File: config.mk
export PLATFORM = sky130hd
export DESIGN_NAME = handle_pool_allocator_flat
export DESIGN_NICKNAME = d
export VERILOG_FILES = /design/src/hpa_pkg.sv /design/src/hpa_req_if.sv /design/src/hpa_rsp_if.sv /design/src/hpa_free_fifo.sv /design/src/hpa_use_map.sv /design/src/handle_pool_allocator.sv /design/src/flat_wrapper.sv
export SDC_FILE = /design/constraint.sdc
export NUM_CORES = 2
export LEC_CHECK = 0
export BUFFER_PORTS_ARGS = -buffer_cell sky130_fd_sc_hd__buf_2
export CORE_ASPECT_RATIO = 0.5
export CORE_MARGIN = 3
export CORE_UTILIZATION = 30
export CTS_BUF_LIST = sky130_fd_sc_hd__clkbuf_16
export DETAILED_ROUTE_END_ITERATION = 10
export HOLD_SLACK_MARGIN = 0.12
export SYNTH_ARGS = -nofsm -noshare
export SYNTH_HDL_FRONTEND = slang
export SYNTH_SLANG_ARGS = --single-unit
File: constraint.sdc
create_clock -name clock -period 34.6 [get_ports clock]
set_input_delay 1.73 -clock clock [delete_from_list [all_inputs] [get_ports clock]]
set_output_delay 1.73 -clock clock [all_outputs]
set_load 0.03 [all_outputs]
File: src/hpa_pkg.sv
// Shared constants, codes and inter-module structs for the handle pool allocator.
`timescale 1ns / 1ps

package hpa_pkg;

   // Pool geometry. The free queue and the in-use map both hold one entry per handle.
   localparam int POOL_SIZE = 256;
   localparam int HANDLE_W  = 8;
   localparam int CMD_W     = 2;
   localparam int STATUS_W  = 2;
   localparam int ADDR_W    = $clog2(POOL_SIZE);
   localparam int CNT_W     = $clog2(POOL_SIZE + 1);

   typedef enum logic [CMD_W-1:0] {
      CMD_ALLOC     = 2'd0,
      CMD_TRY_ALLOC = 2'd1,
      CMD_RELEASE   = 2'd2,
      CMD_NOP       = 2'd3
   } cmd_type;

   typedef enum logic [STATUS_W-1:0] {
      ST_OK         = 2'd0,
      ST_NONE_FREE  = 2'd1,
      ST_EXHAUSTED  = 2'd2,
      ST_NOT_IN_USE = 2'd3
   } status_type;

   typedef enum logic [1:0] {
      PH_CLEAR,
      PH_IDLE,
      PH_EXEC
   } phase_type;

   typedef struct packed {
      logic                rd_en;
      logic                pop;
      logic                push;
      logic [HANDLE_W-1:0] push_data;
   } fifo_req_type;

   typedef struct packed {
      logic [HANDLE_W-1:0] rd_data;
      logic [CNT_W-1:0]    count;
   } fifo_rsp_type;

   typedef struct packed {
      logic              rd_en;
      logic [ADDR_W-1:0] rd_addr;
      logic              wr_en;
      logic [ADDR_W-1:0] wr_addr;
      logic              wr_data;
   } map_req_type;

   typedef struct packed {
      logic rd_bit;
      logic busy;
   } map_rsp_type;

endpackage

File: src/hpa_req_if.sv
// Command channel of the handle pool allocator: valid, ready and the command beat.
`timescale 1ns / 1ps

interface hpa_req_if;
   logic                        valid;
   logic                        ready;
   logic [hpa_pkg::CMD_W-1:0]    cmd;
   logic [hpa_pkg::HANDLE_W-1:0] handle;

   modport source (output valid, output cmd, output handle, input ready);
   modport sink   (input valid, input cmd, input handle, output ready);
endinterface

File: src/hpa_rsp_if.sv
// Result channel of the handle pool allocator: valid, ready and the result beat.
`timescale 1ns / 1ps

interface hpa_rsp_if;
   logic                         valid;
   logic                         ready;
   logic [hpa_pkg::HANDLE_W-1:0] granted_handle;
   logic [hpa_pkg::STATUS_W-1:0] status;
   logic                         none_in_use;
   logic                         queue_empty;

   modport source (output valid, output granted_handle, output status,
                   output none_in_use, output queue_empty, input ready);
   modport sink   (input valid, input granted_handle, input status,
                   input none_in_use, input queue_empty, output ready);
endinterface

File: src/hpa_free_fifo.sv
// Free queue: released handles in a circular memory with head, tail and count.
`timescale 1ns / 1ps

module hpa_free_fifo (
   input  logic                  clock,
   input  logic                  reset,
   input  hpa_pkg::fifo_req_type fifo_req,
   output hpa_pkg::fifo_rsp_type fifo_rsp
);
   import hpa_pkg::*;

   logic [HANDLE_W-1:0] mem [POOL_SIZE];
   logic [HANDLE_W-1:0] rd_data_ff;
   logic [ADDR_W-1:0]   head_ff, head_in;
   logic [ADDR_W-1:0]   tail_ff, tail_in;
   logic [CNT_W-1:0]    count_ff, count_in;

   always_comb begin
      head_in  = head_ff;
      tail_in  = tail_ff;
      count_in = count_ff;
      if (fifo_req.pop) begin
         head_in  = (head_ff == ADDR_W'(POOL_SIZE - 1)) ? '0 : head_ff + 1'b1;
         count_in = count_ff - 1'b1;
      end
      if (fifo_req.push) begin
         tail_in  = (tail_ff == ADDR_W'(POOL_SIZE - 1)) ? '0 : tail_ff + 1'b1;
         count_in = count_ff + 1'b1;
      end
   end

   always_ff @(posedge clock) begin
      if (reset) begin
         head_ff  <= '0;
         tail_ff  <= '0;
         count_ff <= '0;
      end else begin
         head_ff  <= head_in;
         tail_ff  <= tail_in;
         count_ff <= count_in;
      end
   end

   always_ff @(posedge clock) begin
      if (fifo_req.push) begin
         mem[tail_ff] <= fifo_req.push_data;
      end
   end

   always_ff @(posedge clock) begin
      if (fifo_req.rd_en) begin
         rd_data_ff <= mem[head_ff];
      end
   end

   assign fifo_rsp.rd_data = rd_data_ff;
   assign fifo_rsp.count   = count_ff;

`ifndef SYNTHESIS
   a_no_pop_empty: assert property (@(posedge clock) disable iff (reset)
      fifo_req.pop |-> count_ff != '0)
      else $error("free queue popped while empty");
   a_no_push_full: assert property (@(posedge clock) disable iff (reset)
      fifo_req.push |-> count_ff != CNT_W'(POOL_SIZE))
      else $error("free queue pushed while full");
   a_count_bound: assert property (@(posedge clock) disable iff (reset)
      count_ff <= CNT_W'(POOL_SIZE))
      else $error("free queue count out of range");
`endif

endmodule

File: src/hpa_use_map.sv
// In-use map: one bit per handle in a memory, swept to zero after reset.
`timescale 1ns / 1ps

module hpa_use_map (
   input  logic                 clock,
   input  logic                 reset,
   input  hpa_pkg::map_req_type map_req,
   output hpa_pkg::map_rsp_type map_rsp
);
   import hpa_pkg::*;

   logic              mem [POOL_SIZE];
   logic              rd_bit_ff;
   logic              busy_ff, busy_in;
   logic [ADDR_W-1:0] clr_idx_ff, clr_idx_in;

   always_comb begin
      busy_in    = busy_ff;
      clr_idx_in = clr_idx_ff;
      if (busy_ff) begin
         clr_idx_in = clr_idx_ff + 1'b1;
         if (clr_idx_ff == ADDR_W'(POOL_SIZE - 1)) begin
            busy_in = 1'b0;
         end
      end
   end

   always_ff @(posedge clock) begin
      if (reset) begin
         busy_ff    <= 1'b1;
         clr_idx_ff <= '0;
      end else begin
         busy_ff    <= busy_in;
         clr_idx_ff <= clr_idx_in;
      end
   end

   // The sweep owns the write port until every entry has been cleared.
   always_ff @(posedge clock) begin
      if (busy_ff) begin
         mem[clr_idx_ff] <= 1'b0;
      end else if (map_req.wr_en) begin
         mem[map_req.wr_addr] <= map_req.wr_data;
      end
   end

   always_ff @(posedge clock) begin
      if (map_req.rd_en) begin
         rd_bit_ff <= mem[map_req.rd_addr];
      end
   end

   assign map_rsp.rd_bit = rd_bit_ff;
   assign map_rsp.busy   = busy_ff;

`ifndef SYNTHESIS
   a_no_access_while_busy: assert property (@(posedge clock) disable iff (reset)
      busy_ff |-> !map_req.wr_en && !map_req.rd_en)
      else $error("in-use map accessed during the clearing sweep");
   a_sweep_ends: assert property (@(posedge clock) disable iff (reset)
      busy_ff && clr_idx_ff == ADDR_W'(POOL_SIZE - 1) |=> !busy_ff)
      else $error("clearing sweep did not end after the last entry");
   a_busy_stays_low: assert property (@(posedge clock) disable iff (reset)
      !busy_ff |=> !busy_ff)
      else $error("clearing sweep restarted without reset");
`endif

endmodule

File: src/handle_pool_allocator.sv
// Top level of the handle pool allocator: command sequencer, counters and result register.
`timescale 1ns / 1ps

// The block hands out and takes back 8-bit handles. Commands arrive as beats on the
// req_if channel (allocate, try-allocate, release, or an unused code that does nothing)
// and each command yields exactly one result beat on rsp_if, in order.
// Released handles go to the tail of a FIFO free queue and are reused oldest first;
// allocate mints a fresh handle in ascending order when the queue is empty.
// A command runs in an accept phase and an execute phase: the accept edge reads the
// free-queue memory at the head and the in-use map memory at the requested handle, and
// the edge that completes the execute phase writes both memories back and loads the
// result register. The block takes no new command until the current one has completed.
// rsp_if is driven straight from the result register.
// After reset the in-use map is swept to zero, one entry per cycle, and req_if.ready
// stays low until the sweep has finished.
// The result register frees the command side from the result side: a command is
// accepted while a finished result still waits. If the receiver stalls, the next
// command holds in its execute phase, with no memory written, until the result
// register is taken, and req_if.ready stays low meanwhile.
module handle_pool_allocator (
   input  logic       clock,
   input  logic       reset,
   hpa_req_if.sink    req_if,
   hpa_rsp_if.source  rsp_if
);
   import hpa_pkg::*;

   phase_type    phase_ff, phase_in;
   fifo_req_type fifo_req;
   fifo_rsp_type fifo_rsp;
   map_req_type  map_req;
   map_rsp_type  map_rsp;

   // Command held for its execute phase.
   cmd_type             cmd_ff;
   logic [HANDLE_W-1:0] handle_ff;

   logic [CNT_W-1:0] next_fresh_ff, next_fresh_in;
   logic [CNT_W-1:0] in_use_cnt_ff, in_use_cnt_in;

   // Result register.
   logic                rsp_valid_ff, rsp_valid_in;
   logic [HANDLE_W-1:0] granted_ff;
   status_type          status_ff;
   logic                none_in_use_ff;
   logic                queue_empty_ff;

   logic req_fire;
   logic exec_fire;

   // Decisions of the execute phase, before gating by exec_fire.
   logic [HANDLE_W-1:0] granted_c;
   status_type          status_c;
   logic                pop_c;
   logic                push_c;
   logic                mark_c;
   logic                unmark_c;
   logic [ADDR_W-1:0]   mark_addr_c;
   logic                mint_c;
   logic                handle_ok_c;
   logic [CNT_W-1:0]    q_count_after;

   // Next phase.
   always_comb begin
      phase_in = phase_ff;
      unique case (phase_ff)
         PH_CLEAR: if (!map_rsp.busy) phase_in = PH_IDLE;
         PH_IDLE:  if (req_fire) phase_in = PH_EXEC;
         PH_EXEC:  if (exec_fire) phase_in = PH_IDLE;
         default:  phase_in = PH_CLEAR;
      endcase
   end

   // Phase outputs.
   always_comb begin
      req_if.ready = 1'b0;
      exec_fire    = 1'b0;
      unique case (phase_ff)
         PH_CLEAR: ;
         PH_IDLE:  req_if.ready = 1'b1;
         PH_EXEC:  exec_fire = !rsp_valid_ff || rsp_if.ready;
         default:  ;
      endcase
   end

   assign req_fire = req_if.valid && req_if.ready;

   always_ff @(posedge clock) begin
      if (reset) begin
         phase_ff <= PH_CLEAR;
      end else begin
         phase_ff <= phase_in;
      end
   end

   always_ff @(posedge clock) begin
      if (req_fire) begin
         cmd_ff    <= cmd_type'(req_if.cmd);
         handle_ff <= req_if.handle;
      end
   end

   // Command evaluation from the data read at the accept edge.
   always_comb begin
      granted_c   = '0;
      status_c    = ST_OK;
      pop_c       = 1'b0;
      push_c      = 1'b0;
      mark_c      = 1'b0;
      unmark_c    = 1'b0;
      mint_c      = 1'b0;
      mark_addr_c = ADDR_W'(handle_ff);
      handle_ok_c = (CNT_W'(handle_ff) < CNT_W'(POOL_SIZE)) && map_rsp.rd_bit;
      unique case (cmd_ff)
         CMD_ALLOC, CMD_TRY_ALLOC: begin
            if (fifo_rsp.count != '0) begin
               granted_c   = fifo_rsp.rd_data;
               pop_c       = 1'b1;
               mark_c      = 1'b1;
               mark_addr_c = ADDR_W'(fifo_rsp.rd_data);
            end else if (cmd_ff == CMD_TRY_ALLOC) begin
               status_c = ST_NONE_FREE;
            end else if (next_fresh_ff < CNT_W'(POOL_SIZE)) begin
               granted_c   = HANDLE_W'(next_fresh_ff);
               mint_c      = 1'b1;
               mark_c      = 1'b1;
               mark_addr_c = ADDR_W'(next_fresh_ff);
            end else begin
               status_c = ST_EXHAUSTED;
            end
         end
         CMD_RELEASE: begin
            if (handle_ok_c) begin
               unmark_c = 1'b1;
               push_c   = 1'b1;
            end else begin
               status_c = ST_NOT_IN_USE;
            end
         end
         CMD_NOP: ;
         default: ;
      endcase
   end

   // Memory requests: reads at the accept edge, writes at the completing edge.
   always_comb begin
      fifo_req.rd_en     = req_fire;
      fifo_req.pop       = exec_fire && pop_c;
      fifo_req.push      = exec_fire && push_c;
      fifo_req.push_data = handle_ff;

      map_req.rd_en   = req_fire;
      map_req.rd_addr = ADDR_W'(req_if.handle);
      map_req.wr_en   = exec_fire && (mark_c || unmark_c);
      map_req.wr_addr = mark_addr_c;
      map_req.wr_data = mark_c;
   end

   always_comb begin
      next_fresh_in = next_fresh_ff;
      in_use_cnt_in = in_use_cnt_ff;
      if (exec_fire) begin
         if (mint_c) next_fresh_in = next_fresh_ff + 1'b1;
         if (mark_c) in_use_cnt_in = in_use_cnt_ff + 1'b1;
         if (unmark_c) in_use_cnt_in = in_use_cnt_ff - 1'b1;
      end
   end

   always_ff @(posedge clock) begin
      if (reset) begin
         next_fresh_ff <= '0;
         in_use_cnt_ff <= '0;
      end else begin
         next_fresh_ff <= next_fresh_in;
         in_use_cnt_ff <= in_use_cnt_in;
      end
   end

   // Queue occupancy once this command has taken effect.
   always_comb begin
      q_count_after = fifo_rsp.count;
      if (pop_c) q_count_after = fifo_rsp.count - 1'b1;
      if (push_c) q_count_after = fifo_rsp.count + 1'b1;
   end

   always_comb begin
      rsp_valid_in = rsp_valid_ff;
      if (exec_fire) begin
         rsp_valid_in = 1'b1;
      end else if (rsp_if.ready) begin
         rsp_valid_in = 1'b0;
      end
   end

   always_ff @(posedge clock) begin
      if (reset) begin
         rsp_valid_ff <= 1'b0;
      end else begin
         rsp_valid_ff <= rsp_valid_in;
      end
   end

   always_ff @(posedge clock) begin
      if (exec_fire) begin
         granted_ff     <= granted_c;
         status_ff      <= status_c;
         none_in_use_ff <= (in_use_cnt_in == '0);
         queue_empty_ff <= (q_count_after == '0);
      end
   end

   assign rsp_if.valid          = rsp_valid_ff;
   assign rsp_if.granted_handle = granted_ff;
   assign rsp_if.status         = status_ff;
   assign rsp_if.none_in_use    = none_in_use_ff;
   assign rsp_if.queue_empty    = queue_empty_ff;

   hpa_free_fifo u_free_fifo (
      .clock    (clock),
      .reset    (reset),
      .fifo_req (fifo_req),
      .fifo_rsp (fifo_rsp)
   );

   hpa_use_map u_use_map (
      .clock   (clock),
      .reset   (reset),
      .map_req (map_req),
      .map_rsp (map_rsp)
   );

`ifndef SYNTHESIS
   // Every minted handle is either in use or waiting in the free queue.
   a_handle_conservation: assert property (@(posedge clock) disable iff (reset)
      (CNT_W + 1)'(in_use_cnt_ff) + (CNT_W + 1)'(fifo_rsp.count)
         == (CNT_W + 1)'(next_fresh_ff))
      else $error("minted handles are not all accounted for");
   a_accept_to_exec: assert property (@(posedge clock) disable iff (reset)
      req_fire |=> phase_ff == PH_EXEC && !req_if.ready)
      else $error("accepted command did not enter its second cycle");
   a_grant_only_ok: assert property (@(posedge clock) disable iff (reset)
      rsp_valid_ff && status_ff != ST_OK |-> granted_ff == '0)
      else $error("nonzero handle reported with a failing status");
   a_no_accept_clearing: assert property (@(posedge clock) disable iff (reset)
      map_rsp.busy |-> !req_if.ready)
      else $error("command accepted during the clearing sweep");
`endif

endmodule

File: src/flat_wrapper.sv
// flat-port wrapper written by rule: the top's interface ports become plain ports
module handle_pool_allocator_flat import hpa_pkg::*;
  (clock, reset, req_if_valid, req_if_cmd, req_if_handle, req_if_ready, rsp_if_valid, rsp_if_granted_handle, rsp_if_status, rsp_if_none_in_use, rsp_if_queue_empty, rsp_if_ready);
  hpa_req_if req_if_i ();
  hpa_rsp_if rsp_if_i ();
  input  logic clock;
  input  logic reset;
  input wire logic [$bits(req_if_i.valid)-1:0] req_if_valid;
  input wire logic [$bits(req_if_i.cmd)-1:0] req_if_cmd;
  input wire logic [$bits(req_if_i.handle)-1:0] req_if_handle;
  output wire logic [$bits(req_if_i.ready)-1:0] req_if_ready;
  output wire logic [$bits(rsp_if_i.valid)-1:0] rsp_if_valid;
  output wire logic [$bits(rsp_if_i.granted_handle)-1:0] rsp_if_granted_handle;
  output wire logic [$bits(rsp_if_i.status)-1:0] rsp_if_status;
  output wire logic [$bits(rsp_if_i.none_in_use)-1:0] rsp_if_none_in_use;
  output wire logic [$bits(rsp_if_i.queue_empty)-1:0] rsp_if_queue_empty;
  input wire logic [$bits(rsp_if_i.ready)-1:0] rsp_if_ready;
  assign req_if_i.valid = req_if_valid;
  assign req_if_i.cmd = req_if_cmd;
  assign req_if_i.handle = req_if_handle;
  assign req_if_ready = req_if_i.ready;
  assign rsp_if_valid = rsp_if_i.valid;
  assign rsp_if_granted_handle = rsp_if_i.granted_handle;
  assign rsp_if_status = rsp_if_i.status;
  assign rsp_if_none_in_use = rsp_if_i.none_in_use;
  assign rsp_if_queue_empty = rsp_if_i.queue_empty;
  assign rsp_if_i.ready = rsp_if_ready;
  handle_pool_allocator u_core (.clock(clock), .reset(reset), .req_if(req_if_i), .rsp_if(rsp_if_i));
endmodule
Yosys cells after proc, flatten, opt, wreduce, memory -nomap -nowiden
Memories as Yosys holds them, arrays and structs flattened. A register that Yosys moved wholly into a read port is not among the register bits. Index checks and enable logic that the tools add are counted.

Magnitude comparators: 1. Divide/modulo/power cells: 0. Mux-type cells: 51. Reductions and logical operators: 18. Multiply operators: 0. Equal/unequal tests: 10. Add/sub/neg operators: 8. Bitwise logic cells: 0. Shifts and indexed selects: 0.

Operators with widths (number): $mux 8 (10); $mux 9 (7); $add 9x1->9 const B (3); $mux 1 (25); $add 8x1->8 const B (3); $eq 8x8->1 const B (3); $logic_not 9->1 (2); $sub 9x1->9 const B (2); $mux 2 (7); $lt 9x9->1 const B (1); $reduce_bool 9->1 (1); $pmux 2 s3 (1); $eq 2x1->1 const B (2); $eq 2x2->1 const B (2); $logic_and 1x1->1 (4); $logic_not 2->1 (2); $ne 2x1->1 const B (2); $pmux 2 s2 (1); $reduce_bool 2->1 (2); $reduce_and 3->1 (1); $logic_or 1x1->1 (2); $ne 2x2->1 const B (1); $reduce_and 2->1 (1); $reduce_or 2->1 (1); other kinds (2) (2).

Input port bits: 14. Output and inout bits: 14. Memories kept: 2. Register bits: 77. Bits in latches: 0. Word-level logic and storage cells: 105. Bits in writable memories: 2304. ROM bits: 0.

Memory list: u_core.u_free_fifo.mem (depth 256, width 8, read ports 1, clocked after Yosys merged registers in 1, write ports 1, line hpa_free_fifo.sv:12) `logic [HANDLE_W-1:0] mem [POOL_SIZE];`; u_core.u_use_map.mem (depth 256, width 1, read ports 1, clocked after Yosys merged registers in 1, write ports 1, line hpa_use_map.sv:12) `logic mem [POOL_SIZE];`.

Depth between registers and ports, before layout
Word-level depth: 12. Gate-level depth with buffers: 13. Gate-level depth less buffers: 9.

By module
From an unflattened synthesis, not the netlist that was laid out.

Cell total of the unflattened synthesis: 4999. Area total of the unflattened synthesis: 95371.5 µm².

By module, submodules not included: hpa_free_fifo (cells an instance 3844, instances 1, area an instance 81064.0 µm²); hpa_use_map (cells an instance 891, instances 1, area an instance 11831.3 µm²); handle_pool_allocator (cells an instance 264, instances 1, area an instance 2476.1 µm²).

Worst setup path before layout
OpenSTA, ideal clock, no wires.

Path type: input to register. Start point: input rsp_if_ready. End point: memory u_core.u_use_map.mem[0], data pin. Slack: 20620 ps. Arrival: 11884 ps. Stages on the path: 4. Cell sequence: nand2b_1 > nand2_1 > clkbuf_1 > nor3_1.

Word-level cells in the longest chain between the ends: 8.

Ends and longest elaborated chain: from (decl) (line flat_wrapper.sv:17) `input wire logic [$bits(rsp_if_i.ready)-1:0] rsp_if_ready;`; $logic_or 1x1->1 (line handle_pool_allocator.sv:81) `PH_EXEC: exec_fire = !rsp_valid_ff || rsp_if.ready;`; $mux 1 (line handle_pool_allocator.sv:78) `unique case (phase_ff)`; $logic_and 1x1->1 (line handle_pool_allocator.sv:154) `map_req.wr_en = exec_fire && (mark_c || unmark_c);`; $mux 1 (line hpa_use_map.sv:42) `end else if (map_req.wr_en) begin`; $mux 1 (line hpa_use_map.sv:40) `if (busy_ff) begin`; $mux 1 (implied by the code) (line hpa_use_map.sv:43) `mem[map_req.wr_addr] <= map_req.wr_data;`; $reduce_or 1->1 (no source line); $mux 1 (no source line); to (decl) (line hpa_use_map.sv:12).

No other way between the ends.

==> flow_summary_export.csv <==
group,metric,value,unit
synth,synthTopCellsByArea,"edfxtp_1 (74%), mux4_2 (14%), nor2_1 (2.3%), mux2i_1 (1.7%), dfxtp_1 (1.2%)",
grt,track_usage,0.149,
synth,synth_edf_count,2335,
worst_setup_path,setup.worst_path.end_class,"flop",
finish,layout.cells.non_filler,9263,
hold_path,hold_class,"reg2reg",
timing,post-route-min-period,5610,ps
floorplan,start_util,0.303,
synth,yosysSeqAreaShare,0.749,
clock_network,cts_hold_buf,0,
timing,hold_viol,0,
place,dpl_cell_area,0.0999,mm2
finish,area_growth,12.7,%
grt,grt_use_met2,0.233,
place,globalplace.congestion,0.816,
synth,synth_area,0.0950,mm2
timing,finalCritPeriodShare,0.162,
place,place_inst,8850,
finish,register_area,0.0712,mm2
timing,tightest_slew,1340,ps
hold_path,hold_start,"u_core.u_free_fifo.tail_ff[1]$_SDFFE_PP0P_",
drt,routed_wl,248000,um
grt,grt_overflow_total,0,
grt,top_usage_layer,"met2",
hold_path,hold_path_end,"u_core.u_free_fifo.tail_ff[1]$_SDFFE_PP0P_",
floorplan,core,0.314,mm2
clock_network,cts_buffers,230,
synth,yosysWarnings,0,
worst_setup_path,arrival,6260,ps
clock_network,htreeDepth,4,
worst_setup_path,cp_max_fo,99,
floorplan,rows,145,
timing,final_max_slew_viol_count,0,
floorplan,die_area,0.324,mm2
finish,drive_above_1_share,0.214,
timing,setup_violations,0,
worst_setup_path,timing.rr.end,"u_core.u_free_fifo.rd_data_ff[6]$_DFFE_PP_",
grt,grtUsageMet1,0.213,
synth,synthesis.nets,4878,
clock_network,cts_tree,"done",
timing,max_freq,178,MHz
timing,maxSlewHeadroom,0.0840,
power_and_ir_drop,p_leak,31.9,nW
timing,finalSetupTns,0,ps
finish,fin_area,0.107,mm2
timing,clock-skew-final,101,ps
clock_network,clock-root-buffer,"clkbuf_16",
drt,ant_nets,0,
synth,async_flop_share,0,
power_and_ir_drop,ir_drop,38.6,uV
worst_setup_path,reg2reg_depth,9,
synth,synth-main-ff-cell,"edfxtp_1",
drt,vias_per_cell,5.19,
clock_network,clk_pin_slew,70,ps
hold_path,hold_path_depth,2,
drt,drtIter0Drc,6374,
synth,yosysUniqueCellTypes,77,
power_and_ir_drop,p_total,5.60,mW
grt,antenna_found_initial,11,
finish,multiInputGateArea,0.0223,mm2
place,portBuffers,27,
power_and_ir_drop,power_density,52.3,mW/mm2
synth,synthCells,4853,
grt,grt_max_degree,257,
drt,drc,0,
flow_run,maxCapViolations,0,
clock_network,cts_resized,0,
timing,rsz0062_at_grt,"no",
clock_network,clock_sinks,2390,
synth,avgSynthCellArea,19.6,um2
clock_network,clk_latency,890,ps
drt,wl_per_cell,26.8,um
grt,grt_pass1_wl,356000,um
synth,synth.top_cell.area_share,0.738,
worst_setup_path,worstPathRequired,35250,ps
finish,fillCellCount,29217,
clock_network,cts_setup_buffers,0,
run_status,status,"completed",
clock_network,cts_max_path_buffers,4,
floorplan,io-pin-count,28,
finish,design.final.nets,4918,
worst_setup_path,critical_path_class,"reg2reg",
place,hpwl,144000,um
drt,vias,48121,
timing,fin_hold_ws,510,ps
drt,drt_first_pass_iters,7,
synth,ys_seq_elements,2390,
worst_setup_path,worst_setup_path_start_kind,"flop",
grt,grt_pass1_vias,47212,
grt,grtUsageMet3,0.0261,
floorplan,die_w,802,um
synth,yosysTopAreaCell,"edfxtp_1",
worst_setup_path,reg2reg_from,"u_core.u_free_fifo.head_ff[0]$_SDFFE_PP0P_",
floorplan,die_y,404,um
worst_setup_path,reg2reg_slack,28990,ps
critical path: stages, from the launching register on:
cell	delay [ps]
dfxtp_4	630
buf_12	570
buf_4	570
buf_4	690
mux4_2	620
mux4_2	530
a22o_1	280
o21ai_0	570
o31ai_1	340
a32o_1	290
synth_stat cells (all sizes together) (3+ instances only):
cell / count
o32ai: 6
xnor2: 22
o21ai: 60
o221ai: 20
xor2: 16
a41oi: 5
nand2b: 12
o31ai: 10
mux2i: 161
mux4: 596
o211ai: 12
a22oi: 38
nor3b: 6
and3: 10
a22o: 12
a221oi: 37
or2: 5
o22ai: 14
nor3: 31
nand3: 40
nand4: 15
nor2: 593
edfxtp: 2335
clkinv: 3
and2: 13
ha: 11
nor4: 6
clkbuf: 157
or3: 26
inv: 14
a211oi: 20
a21o: 6
nor2b: 22
a2111oi: 4
mux2: 5
a222oi: 9
nand3b: 10
buf: 161
nand2: 135
a31oi: 19
dfxtp: 55
a21oi: 89
area by class of cell:
| class | count | share of cell area |
|---|---|---|
| Multi-Input combinational cell | 2128 | 0.208 |
| Sequential cell | 2390 | 0.665 |
| Tap cell | 4189 | 0.0489 |
| Timing Repair Buffer | 126 | 0.00974 |
| Antenna cell | 3 | 0.0000701 |
| Clock inverter | 178 | 0.0134 |
| Inverter | 17 | 0.000607 |
| Clock buffer | 232 | 0.0542 |
routing by layer:
layer | part of all wire | wire, um | vias to the layer above
met5 | 0.00022 | 55 | -
met1 | 0.42 | 105000 | 25596
met3 | 0.082 | 20400 | 414
li1 | - | - | 19883
met4 | 0.032 | 7980 | 8
met2 | 0.46 | 115000 | 2220
power by group:
group	leakage [nW]	switching [mW]	total, mW	internal (mW)
registers	22.0	0.000610	3.13	3.13
clock network	3.75	1.07	2.45	1.38
logic	6.09	0.0169	0.0244	0.00750
total	31.9	1.09	5.60	4.52
worst max-delay path by stage:
| stage | start | endpoint | slack (ps) | cells past startpoint |
|---|---|---|---|---|
| 2_1_floorplan | rsp_if_ready | u_core.u_use_map.mem[0]$_DFFE_PP_ | 20620 | 4 |
| 4_1_cts | u_core.u_free_fifo.head_ff[0]$_SDFFE_PP0P_ | u_core.u_free_fifo.rd_data_ff[6]$_DFFE_PP_ | 28920 | 9 |
| 3_3_place_gp | rsp_if_ready | u_core.u_free_fifo.mem[21][3]$_DFFE_PP_ | 28360 | 9 |
| 3_5_place_dp | rsp_if_ready | u_core.u_free_fifo.mem[17][3]$_DFFE_PP_ | 28340 | 9 |
| 6_report | u_core.u_free_fifo.head_ff[0]$_SDFFE_PP0P_ | u_core.u_free_fifo.rd_data_ff[6]$_DFFE_PP_ | 28990 | 9 |
| 5_1_grt | u_core.u_free_fifo.head_ff[0]$_SDFFE_PP0P_ | u_core.u_free_fifo.rd_data_ff[6]$_DFFE_PP_ | 28730 | 9 |
cells in the final DEF, fill, tap and decap left out, types with 23 or more instances in the layout:
cell type  instances
inv_1             65
mux4_2           596
clkinv_1          54
nand2_1          123
or3_1             26
a22oi_1           38
buf_2             26
o21ai_0           58
dfxtp_1           49
a21oi_1           89
clkinv_2          39
nor2_1           591
clkbuf_16        232
edfxtp_1        2335
nor3_1            28
bufinv_16         23
mux2i_1          161
a221oi_1          37
buf_4             87
nand3_1           36
per-stage QoR:
step / utilization / setup WS [ps]
5_1_grt: 0.341 / 28730
3_5_place_dp: 0.318 / 28340
6_report: 0.341 / 28990
4_1_cts: 0.341 / 28920
3_3_place_gp: 0.318 / 28360
2_1_floorplan: - / 20620
cells by family after synthesis:
group / count (synthesis) / share of synthesized area
simple gates: 931 / 0.0419
mux: 762 / 0.159
compound gates: 386 / 0.0283
xor+xnor: 38 / 0.00350
fa+ha+maj: 11 / 0.00145
flops: 2390 / 0.749
buf+inv: 335 / 0.0168
flip-flops by register name, summed over array words and instances, names as in the netlist:
name                           flops
u_core.rsp_if.granted_handle       8
u_core.rsp_if.none_in_use          1
u_core.handle_ff                   8
u_core.phase_ff                    2
u_core.rsp_if.valid                1
u_core.cmd_ff                      2
u_core.u_free_fifo.head_ff         8
u_core.u_free_fifo.rd_data_ff      8
u_core.in_use_cnt_ff               9
u_core.u_free_fifo.mem          2048
u_core.u_free_fifo.tail_ff         8
u_core.u_use_map.mem             256
u_core.next_fresh_ff               9
u_core.u_use_map.clr_idx_ff        8
u_core.u_use_map.rd_bit_ff         1
u_core.rsp_if.status               2
u_core.rsp_if.queue_empty          1
u_core.u_use_map.busy_ff           1
u_core.u_free_fifo.count_ff        9
Note: power is estimated with default switching activity, not from simulation.
